**src/ows_pkg.sv**
```systemverilog
// Package for the ROM search engine: operation and status codes, search
// constants and the transaction payload types. No dependencies.
package ows_pkg;

  // Search geometry
  localparam int unsigned RomBits     = 64;
  localparam int unsigned PosWidth    = 7;
  localparam int unsigned IdxWidth    = 6;
  localparam int unsigned FamWidth    = 4;
  localparam logic [PosWidth-1:0] FamilyLimit = 7'd9;
  localparam logic [PosWidth-1:0] EndPosition = 7'd65;
  localparam logic [PosWidth-1:0] RomBitsPos  = 7'd64;
  localparam logic [PosWidth-1:0] FirstPos    = 7'd1;

  typedef enum logic [1:0] {
    OP_START      = 2'd0,
    OP_BIT_PAIR   = 2'd1,
    OP_RESET      = 2'd2,
    OP_TARGET_FAM = 2'd3
  } op_t;

  typedef enum logic [2:0] {
    ST_IGNORED   = 3'd0,
    ST_SEND_F0   = 3'd1,
    ST_NO_DEVICE = 3'd2,
    ST_CONTINUE  = 3'd3,
    ST_FOUND     = 3'd4,
    ST_FAIL      = 3'd5,
    ST_BOTH_ONES = 3'd6,
    ST_RESET     = 3'd7
  } status_t;

  typedef struct packed {
    op_t        operation;
    logic       presence;
    logic       id_bit;
    logic       complement_bit;
    logic [7:0] target_family;
  } item_t;

  typedef struct packed {
    status_t               status;
    logic                  direction;
    logic [RomBits-1:0]    rom_address;
    logic [FamWidth-1:0]   family_discrepancy;
  } result_t;

endpackage

```
**src/ows_if.sv**
```systemverilog
// Valid/ready channel interfaces for search operations and search results.
// Depends on ows_pkg for the payload types.
interface ows_item_if import ows_pkg::*; ();
  logic  valid;
  logic  ready;
  item_t data;
  modport source (output valid, output data, input ready);
  modport sink (input valid, input data, output ready);
endinterface

interface ows_result_if import ows_pkg::*; ();
  logic    valid;
  logic    ready;
  result_t data;
  modport source (output valid, output data, input ready);
  modport sink (input valid, input data, output ready);
endinterface

```
**src/one_wire_rom_search_top.sv**
```systemverilog
// ROM search engine: one operation per transaction, one result per operation.
// The result register loads on accept and frees as its result is taken.
// Throughput: 1 operation per cycle while results are taken; else it stalls.
// Reset (rst, synchronous): equals a search reset, no result pending.
// Depends on ows_pkg and the channel interfaces in ows_if.sv.
module one_wire_rom_search_top import ows_pkg::*; (
  input  logic         clk,
  input  logic         rst,
  ows_item_if.sink     item,
  ows_result_if.source result
);

  // Search state
  logic [RomBits-1:0]  rom_code, rom_code_next;
  logic [PosWidth-1:0] last_discrepancy, last_discrepancy_next;
  logic [FamWidth-1:0] last_family_disc, last_family_disc_next;
  logic                last_device_seen, last_device_seen_next;
  logic [PosWidth-1:0] bit_position, bit_position_next;
  logic [PosWidth-1:0] last_zero_position, last_zero_position_next;
  logic                searching, searching_next;

  // Result register
  logic    result_valid;
  result_t result_data, result_data_next;

  logic                accept;
  logic [PosWidth-1:0] pos_m1;
  logic [IdxWidth-1:0] bit_idx;
  logic [PosWidth-1:0] pos_inc;
  logic                dir;

  assign accept     = item.valid && item.ready;
  assign item.ready = !result_valid || result.ready;
  assign result.valid = result_valid;
  assign result.data  = result_data;

  assign pos_m1  = bit_position - FirstPos;
  assign bit_idx = pos_m1[IdxWidth-1:0];
  assign pos_inc = bit_position + FirstPos;

  // Work out one operation against the current search state
  always_comb begin
    rom_code_next           = rom_code;
    last_discrepancy_next   = last_discrepancy;
    last_family_disc_next   = last_family_disc;
    last_device_seen_next   = last_device_seen;
    bit_position_next       = bit_position;
    last_zero_position_next = last_zero_position;
    searching_next          = searching;
    result_data_next        = '0;
    result_data_next.status = ST_IGNORED;
    dir                     = 1'b0;

    case (item.data.operation)
      OP_START: begin
        if (last_device_seen || !item.data.presence) begin
          rom_code_next           = '0;
          last_discrepancy_next   = '0;
          last_family_disc_next   = '0;
          last_device_seen_next   = 1'b0;
          bit_position_next       = FirstPos;
          last_zero_position_next = '0;
          searching_next          = 1'b0;
          result_data_next.status = ST_NO_DEVICE;
        end else begin
          searching_next          = 1'b1;
          bit_position_next       = FirstPos;
          last_zero_position_next = '0;
          result_data_next.status = ST_SEND_F0;
        end
      end
      OP_BIT_PAIR: begin
        if (!searching) begin
          result_data_next.status = ST_IGNORED;
        end else if (item.data.id_bit && item.data.complement_bit) begin
          rom_code_next           = '0;
          last_discrepancy_next   = '0;
          last_family_disc_next   = '0;
          last_device_seen_next   = 1'b0;
          bit_position_next       = FirstPos;
          last_zero_position_next = '0;
          searching_next          = 1'b0;
          result_data_next.status = ST_BOTH_ONES;
        end else begin
          // Pick the direction: bus decides, else follow the discrepancy
          if (item.data.id_bit != item.data.complement_bit) begin
            dir = item.data.id_bit;
          end else begin
            if (bit_position < last_discrepancy) begin
              dir = rom_code[bit_idx];
            end else begin
              dir = (bit_position == last_discrepancy);
            end
            if (!dir) begin
              last_zero_position_next = bit_position;
              if (bit_position < FamilyLimit) begin
                last_family_disc_next = bit_position[FamWidth-1:0];
              end
            end
          end
          rom_code_next[bit_idx] = dir;
          bit_position_next      = pos_inc;
          result_data_next.direction = dir;
          // Finish the pass after the last bit
          if (pos_inc >= EndPosition || bit_position >= RomBitsPos) begin
            last_discrepancy_next = last_zero_position_next;
            if (last_zero_position_next == '0) begin
              last_device_seen_next = 1'b1;
            end
            searching_next = 1'b0;
            if (rom_code_next[7:0] == 8'd0) begin
              rom_code_next           = '0;
              last_discrepancy_next   = '0;
              last_family_disc_next   = '0;
              last_device_seen_next   = 1'b0;
              bit_position_next       = FirstPos;
              last_zero_position_next = '0;
              result_data_next.status = ST_FAIL;
            end else begin
              result_data_next.rom_address = rom_code_next;
              result_data_next.status      = ST_FOUND;
            end
          end else begin
            result_data_next.status = ST_CONTINUE;
          end
        end
      end
      OP_RESET: begin
        rom_code_next           = '0;
        last_discrepancy_next   = '0;
        last_family_disc_next   = '0;
        last_device_seen_next   = 1'b0;
        bit_position_next       = FirstPos;
        last_zero_position_next = '0;
        searching_next          = 1'b0;
        result_data_next.status = ST_RESET;
      end
      OP_TARGET_FAM: begin
        rom_code_next           = {{(RomBits-8){1'b0}}, item.data.target_family};
        last_discrepancy_next   = RomBitsPos;
        last_family_disc_next   = '0;
        last_device_seen_next   = 1'b0;
        bit_position_next       = FirstPos;
        last_zero_position_next = '0;
        searching_next          = 1'b0;
        result_data_next.status = ST_RESET;
      end
      default: begin
        result_data_next.status = ST_IGNORED;
      end
    endcase

    result_data_next.family_discrepancy = last_family_disc_next;
  end

  // Advance search state on each accepted transaction
  always_ff @(posedge clk) begin
    if (rst) begin
      rom_code           <= '0;
      last_discrepancy   <= '0;
      last_family_disc   <= '0;
      last_device_seen   <= 1'b0;
      bit_position       <= FirstPos;
      last_zero_position <= '0;
      searching          <= 1'b0;
    end else if (accept) begin
      rom_code           <= rom_code_next;
      last_discrepancy   <= last_discrepancy_next;
      last_family_disc   <= last_family_disc_next;
      last_device_seen   <= last_device_seen_next;
      bit_position       <= bit_position_next;
      last_zero_position <= last_zero_position_next;
      searching          <= searching_next;
    end
  end

  // Hold the result until taken; load a new one on accept
  always_ff @(posedge clk) begin
    if (rst) begin
      result_valid <= 1'b0;
    end else if (accept) begin
      result_valid <= 1'b1;
    end else if (result.ready) begin
      result_valid <= 1'b0;
    end
  end

  always_ff @(posedge clk) begin
    if (accept) begin
      result_data <= result_data_next;
    end
  end

  // Checks on the search state and results
  assert property (@(posedge clk) disable iff (rst)
    searching |-> (bit_position >= FirstPos && bit_position <= RomBitsPos))
    else $error("bit position out of range during a search");

  assert property (@(posedge clk) disable iff (rst)
    last_device_seen |-> !searching)
    else $error("search running after the last device was seen");

  assert property (@(posedge clk) disable iff (rst)
    last_family_disc < FamilyLimit[FamWidth-1:0])
    else $error("family discrepancy beyond the family code");

  assert property (@(posedge clk) disable iff (rst)
    (result.valid && result.data.status == ST_FOUND) |->
      (result.data.rom_address[7:0] != 8'd0))
    else $error("found address with zero family byte");

endmodule
```
**src/flat_wrapper.sv**
```systemverilog
// flat-port wrapper written by rule: the top's interface ports become plain ports
module one_wire_rom_search_top_flat import ows_pkg::*;
  (clk, rst, item_valid, item_data, item_ready, result_valid, result_data, result_ready);
  ows_item_if item_i ();
  ows_result_if result_i ();
  input  logic clk;
  input  logic rst;
  input wire logic [$bits(item_i.valid)-1:0] item_valid;
  input wire logic [$bits(item_i.data)-1:0] item_data;
  output wire logic [$bits(item_i.ready)-1:0] item_ready;
  output wire logic [$bits(result_i.valid)-1:0] result_valid;
  output wire logic [$bits(result_i.data)-1:0] result_data;
  input wire logic [$bits(result_i.ready)-1:0] result_ready;
  assign item_i.valid = item_valid;
  assign item_i.data = item_data;
  assign item_ready = item_i.ready;
  assign result_valid = result_i.valid;
  assign result_data = result_i.data;
  assign result_i.ready = result_ready;
  one_wire_rom_search_top u_core (.clk(clk), .rst(rst), .item(item_i), .result(result_i));
endmodule
```
**config.mk**
```make
export PLATFORM = sky130hd
export DESIGN_NAME = one_wire_rom_search_top_flat
export DESIGN_NICKNAME = d
export VERILOG_FILES = /design/src/ows_pkg.sv /design/src/ows_if.sv /design/src/one_wire_rom_search_top.sv /design/src/flat_wrapper.sv
export SDC_FILE = /design/constraint.sdc
export NUM_CORES = 1
export LEC_CHECK = 0
export BUFFER_PORTS_ARGS = -buffer_cell sky130_fd_sc_hd__buf_2
export CORE_ASPECT_RATIO = 1.4
export CORE_MARGIN = 2
export CORE_UTILIZATION = 53
export DETAILED_ROUTE_END_ITERATION = 12
export MAX_ROUTING_LAYER = met4
export PLACE_DENSITY = 0.7
export SYNTH_ARGS = -nofsm -noshare
export SYNTH_HDL_FRONTEND = slang
export SYNTH_SLANG_ARGS = --single-unit
```
**constraint.sdc**
```tcl
create_clock -name clk -period 4.2 [get_ports clk]
set_input_delay 0.21 -clock clk [delete_from_list [all_inputs] [get_ports clk]]
set_output_delay 0.21 -clock clk [all_outputs]
set_load 0.01 [all_outputs]
```
== Word-level counts from Yosys, hierarchy flattened ==
Index checks and enable logic that the tools add are counted.
Storage, ports and cells
  bits in registers: 164
  output and inout port bits: 74
Cells by class
  eq/ne operators: 9
  order comparisons: 6
  $add $sub $neg: 2
  reductions and logical operators: 20
  mux-type cells: 69
  bitwise gates (word level): 3
Operator list (number)
  $mux W64: 5
  $pmux W64 S4: 1
  $mux W7: 17
  $bwmux W64: 1
  $mux W4: 8
  $pmux W7 S2: 2
  $pmux W7 S4: 1
  $mux W1: 24
  $ge A7 B7 Y1 const B: 2
  $pmux W4 S3: 1
  $mux W3: 3
  $pmux W3 S3: 1
  $logic_not A8 Y1: 1
  $add A7 B1 Y7 const B: 1
  $eq A7 B7 Y1: 1
  $logic_not A7 Y1: 1
  $lt A6 B7 Y1 const B: 1
  $lt A7 B4 Y1 const B: 1
  $lt A7 B7 Y1: 1
  $bmux W1 S6: 1
  $demux W1 S6: 1
  $ge A6 B1 Y1 const B: 1
  $pmux W1 S3: 2
  $reduce_or A3 Y1: 2
  20 further kinds: 29

== Longest topological paths before layout ==
  depth after elaboration: 20
  gate-level depth with buffers: 15

== Least setup slack after synthesis ==
No wires, ideal clock.
  kind: register -> register
  start point: register u_core.result_valid, in the netlist u_core.result.valid
  end point: register u_core.rom_code[47]
  library setup time: 0.075 ns
  arrival time: 3.539 ns
  clock period less this slack: 3.614 ns
  stages on the path, launching flop included: 10
  required time: 4.125 ns
  setup slack: 0.586 ns
  path buffers: 2
  cells stage by stage: dfxtp_1 -> nand2b_1 -> nand2_1 -> inv_1 -> nand4_1 -> a21oi_1 -> nand2_1 -> buf_2 -> buf_2 -> o22ai_1
Between the ends
  longest elaborated chain between the ends: 4
RTL lines
  from (decl): RTL line one_wire_rom_search_top.sv:23  | logic result_valid;
  from (signal assigned): RTL line one_wire_rom_search_top.sv:180  | result_valid <= 1'b0;
  from (signal assigned): RTL line one_wire_rom_search_top.sv:182  | result_valid <= 1'b1;
  from (signal assigned): RTL line one_wire_rom_search_top.sv:184  | result_valid <= 1'b0;
  $logic_not A1 Y1: RTL line one_wire_rom_search_top.sv:33  | assign item.ready = !result_valid || result.ready;
  $logic_or A1 B1 Y1: RTL line one_wire_rom_search_top.sv:33
  net item_ready: RTL line flat_wrapper.sv:10  | output wire logic [$bits(item_i.ready)-1:0] item_ready;
  $logic_and A1 B1 Y1: RTL line one_wire_rom_search_top.sv:32  | assign accept = item.valid && item.ready;
  net u_core.accept: RTL line one_wire_rom_search_top.sv:26  | logic accept;
  $reduce_and A3 Y1 (no source line)
  to (signal assigned): RTL line one_wire_rom_search_top.sv:167  | rom_code <= rom_code_next;
  to (decl): RTL line one_wire_rom_search_top.sv:14  | logic [RomBits-1:0] rom_code, rom_code_next;
The timed path passes the listed nets, and every way through them passes these cells.
A chain may end at the register's enable or synchronous reset.

== Worst setup path after layout ==
  start point: register u_core.bit_position[1]
  end point: register u_core.rom_code[63]
Between the ends
  longest elaborated chain between the ends: 19
RTL lines
  from (decl): RTL line one_wire_rom_search_top.sv:18  | logic [PosWidth-1:0] bit_position, bit_position_next;
  from (signal assigned): RTL line one_wire_rom_search_top.sv:163  | bit_position <= FirstPos;
  from (signal assigned): RTL line one_wire_rom_search_top.sv:171  | bit_position <= bit_position_next;
  $sub A6 B1 Y6: RTL line one_wire_rom_search_top.sv:37  | assign pos_m1 = bit_position - FirstPos;
  $bmux W1 S6: RTL line one_wire_rom_search_top.sv:90  | dir = rom_code[bit_idx];
  $mux W1 (implied by the code): RTL line one_wire_rom_search_top.sv:90
  $mux W1: RTL line one_wire_rom_search_top.sv:89  | if (bit_position < last_discrepancy) begin
  $mux W1: RTL line one_wire_rom_search_top.sv:86  | if (item.data.id_bit != item.data.complement_bit) begin
  $mux W1: RTL line one_wire_rom_search_top.sv:75  | end else if (item.data.id_bit && item.data.complement_bit) begin
  $mux W1: RTL line one_wire_rom_search_top.sv:73  | if (!searching) begin
  $mux W1: RTL line one_wire_rom_search_top.sv:54  | case (item.data.operation)
  (+3 left out)
  $mux W1: RTL line one_wire_rom_search_top.sv:54
  $bwmux W64: RTL line one_wire_rom_search_top.sv:101  | rom_code_next[bit_idx] = dir;
  $logic_not A8 Y1: RTL line one_wire_rom_search_top.sv:111  | if (rom_code_next[7:0] == 8'd0) begin
  $mux W64: RTL line one_wire_rom_search_top.sv:111
  $mux W64 (*): RTL line one_wire_rom_search_top.sv:105  | if (pos_inc >= EndPosition || bit_position >= RomBitsPos) begin
  $mux W64 (*): RTL line one_wire_rom_search_top.sv:75
  $mux W64 (*): RTL line one_wire_rom_search_top.sv:73
  $pmux W64 S4 (*): RTL line one_wire_rom_search_top.sv:54
Mark *: on every way between the ends. The rest lies on a longest branch, timed or not. The select of a mux whose other input is x is not followed.

==> results.py <==
metrics = {
    "global_route": {
        "antenna_found_initial": 0,
        "globalRoute.totalOverflow": 0,
        "grt.total_usage": 0.290,
        "grt_pass1_vias": 7230,
        "grt_pass1_wl_mm": 37.0,
        "grt_max_degree": 75,
    },
    "floorplan": {
        "fp.dieH_um": 153,
        "num_rows": 54,
        "ios": 91,
        "die_w_um": 110,
        "dieArea_um2": 16800,
        "initial_utilization": 0.538,
        "core_um2": 15500,
    },
    "routing": {
        "drt-initial-drc-count": 493,
        "wl_per_cell_um": 19.1,
        "drt_pass1_iterations": 5,
        "totalWireLength_mm": 23.0,
        "ant_nets": 0,
        "drc": 0,
        "num_vias": 7530,
        "routed_via_density": 6.25,
    },
    "cts": {
        "h-tree-depth": 4,
        "cts_root_buf": "clkbuf_16",
        "cts_hold_buf": 0,
        "postCtsResizedCells": 0,
        "clkTransAtPathRegs_ps": 70,
        "postCtsSetupBuffers": 0,
        "cts.sink_count": 164,
        "clock_latency_ps": 430,
        "clockBufferDepth": 2,
        "cts_buffers": 17,
        "cts_tree": "built",
    },
    "synth": {
        "synthAdderAreaFrac": 0.0150,
        "synth_top_area_cell": "edfxtp_1",
        "synth_flop_cell": "dfxtp_1",
        "synth_compound_area_frac": 0.198,
        "seq_area_frac_synth": 0.479,
        "synthMuxAreaShare": 0.0629,
        "synth_edf_count": 72,
        "synth_top_family_by_area": "compound AO/OA/AOI/OAI gates",
        "syn_area_um2": 8350,
        "synthXorXnorAreaFrac": 0.00929,
        "synth_nets": 949,
        "yosysWarnings": 0,
        "avgSynthCellArea_um2": 9.06,
        "synth_top_cell_area_share": 0.259,
        "synthSimpleGateAreaFrac": 0.190,
        "ys_types": 70,
        "ys_top_cells_by_area": "edfxtp_1, dfxtp_1, nand2_1",
        "syn_inst": 922,
        "async_flop_share": 0,
        "ys_ff_latch": 164,
    },
    "sta": {
        "fin_skew_ps": 12.2,
        "worst_pin_slew_ps": 1010,
        "maxSlewViolCount": 0,
        "maxSlewHeadroom": 0.325,
        "hold_violations": 0,
        "period_needed_ps": 3800,
        "max_freq_ghz": 0.263,
        "tns_ps": 0,
        "setup_viol": 0,
        "rsz0062_at_grt": "false",
        "min_period_over_period": 0.905,
        "setup_ws_ps": 398,
    },
    "setup_path": {
        "critPathRequiredTime_ps": 4540,
        "arrival_ps": 4150,
        "endpoint_kind": "register",
        "cp_slowest_cell": "mux4_2",
        "crit_type": "reg -> reg",
        "crit_fanout": 34,
        "path_cells": "inv_1, ha_1, xnor2_1, buf_4, mux4_2, nor4_1, o32a_1, o32ai_4, o21ai_1, nand3_2, buf_12, o22ai_1",
        "critPathMaxStageDelay_ps": 540,
        "cp-start-kind": "register",
    },
    "cells_and_area": {
        "final_area_um2": 9600,
        "nets": 1023,
        "diodes": 0,
        "syn_to_final_growth_pct": 14.9,
        "drive_gt1_frac": 0.175,
    },
    "placed_design": {
        "post-place-ws_ps": 494,
        "hpwl_mm": 15.2,
        "place.gp.congestion": 0.939,
        "io_buffers": 90,
        "placed_area_um2": 9050,
    },
    "worst_hold_path": {
        "hp-class": "in -> reg",
    },
    "run_status": {
        "outcome": "complete, no violations",
    },
    "job": {
        "drv_cap": 0,
    },
    "pwr": {
        "power_density_nw_per_um2": 372,
        "leakage_uw": 0.00346,
        "vdd_ir_drop_max_mv": 0.266,
    },
}
==> through the flow <==
stage	hold WS (ps)	power, uW	util	instances
global placement	435	2130	0.583	1173
floorplan	339	2000	-	922
CTS	32.5	3580	0.618	1205
finish	35.7	3570	0.618	1205
global route	57.6	3670	0.618	1205
detailed placement	442	2130	0.583	1173
==> registers in the layout, indices dropped and copies added, names as in the netlist <==
| register | cells |
|---|---|
| u_core.searching | 1 |
| u_core.bit_position | 7 |
| u_core.rom_code | 64 |
| u_core.last_device_seen | 1 |
| u_core.last_discrepancy | 7 |
| u_core.last_zero_position | 7 |
| u_core.result.valid | 1 |
| u_core.last_family_disc | 4 |
| u_core.result.data | 72 |
==> final timing paths <==
| path | from | end | slack [ps] | cells past startpoint |
|---|---|---|---|---|
| worst min register to register | u_core.last_discrepancy[5] | u_core.last_discrepancy[5] | 450 | 2 |
| worst min-delay path | item_valid | u_core.result.valid | 40 | 3 |
| worst max register to register | u_core.bit_position[1] | u_core.rom_code[63] | 400 | 12 |
| worst max-delay path | u_core.bit_position[1] | u_core.rom_code[63] | 400 | 12 |
==> kinds of logic (layout without fill, tap and decap cells) <==
family	Yosys count	count (layout)
DFF	164	164
adders and majority gates	10	10
xor gates and xnor gates	8	8
AOI/OAI and AO/OA	266	266
muxes	48	48
and+or+nand+nor	342	342
buffers and inverters	84	171
==> worst max-delay path: cells and delay by family, from the launching register on <==
family                   cells  cell delay [ps]
AO/OA/AOI/OAI                4              810
flip-flops                   1              530
adder cells (fa/ha/maj)      1              270
multiplexers                 1              540
AND/OR/NAND/NOR              2              710
buffers and inverters        3              690
XOR/XNOR                     1              150
==> cells in the final DEF, fill, tap and decap left out, types with 7 or more instances in the layout <==
master	netlist	routed
or3_1	11	11
buf_2	18	90
a21oi_1	46	46
nor2_1	69	69
and3_1	16	16
o21ai_0	89	89
clkbuf_16	0	17
nor3_1	16	16
mux2i_1	39	39
ha_1	10	10
a31oi_1	12	12
nand2_1	132	132
nor2b_1	10	10
buf_4	11	29
o31ai_1	7	7
nand3_1	49	48
dfxtp_1	92	92
inv_1	14	13
o22ai_1	59	59
nor4_1	9	9
edfxtp_1	72	72
==> where the power goes <==
part           internal, uW  leakage [uW]  switching, uW
combinational           123       0.00175            263
sequential             1700       0.00145           13.7
clock                   772      0.000254            700
total                  2600       0.00346            976
==> area by class of cell <==
class,count,area [um2]
clock buffers,18,429
repair buffers,123,748
well taps,196,245
flip-flops and latches,164,4000
multi-input cells,674,4000
inverters,16,60.1
fillers,1347,5940
clock inverters,14,118
==> cells in the mapped netlist (3+ instances only) <==
library cell and count:
mux2_2 6, o31ai_1 7, a22oi_1 5, ha_1 10, or3_1 11, a211oi_1 4, a31oi_1 12, nor3_1 16
nand2_1 132, a21o_1 4, dfxtp_1 92, o21ai_0 89, nand2b_1 6, o221ai_1 3, edfxtp_1 72, and2_1 3
buf_4 11, nor4_1 9, nor2_1 69, a21oi_1 46, mux4_2 3, nand4_1 3, and3_1 16, nor4b_1 5
a221o_1 4, nor3b_1 5, buf_2 18, nor2b_1 10, mux2i_1 39, o22ai_1 59, inv_1 14, nand3_1 49
xnor2_1 5, clkbuf_1 36
==> routing by layer <==
layer	track usage	wire length [um]
met5	-	0
met4	0.146	1040
met3	0.0475	1390
met2	0.463	11500
met1	0.350	9110
(Power assumes the default switching activity.)
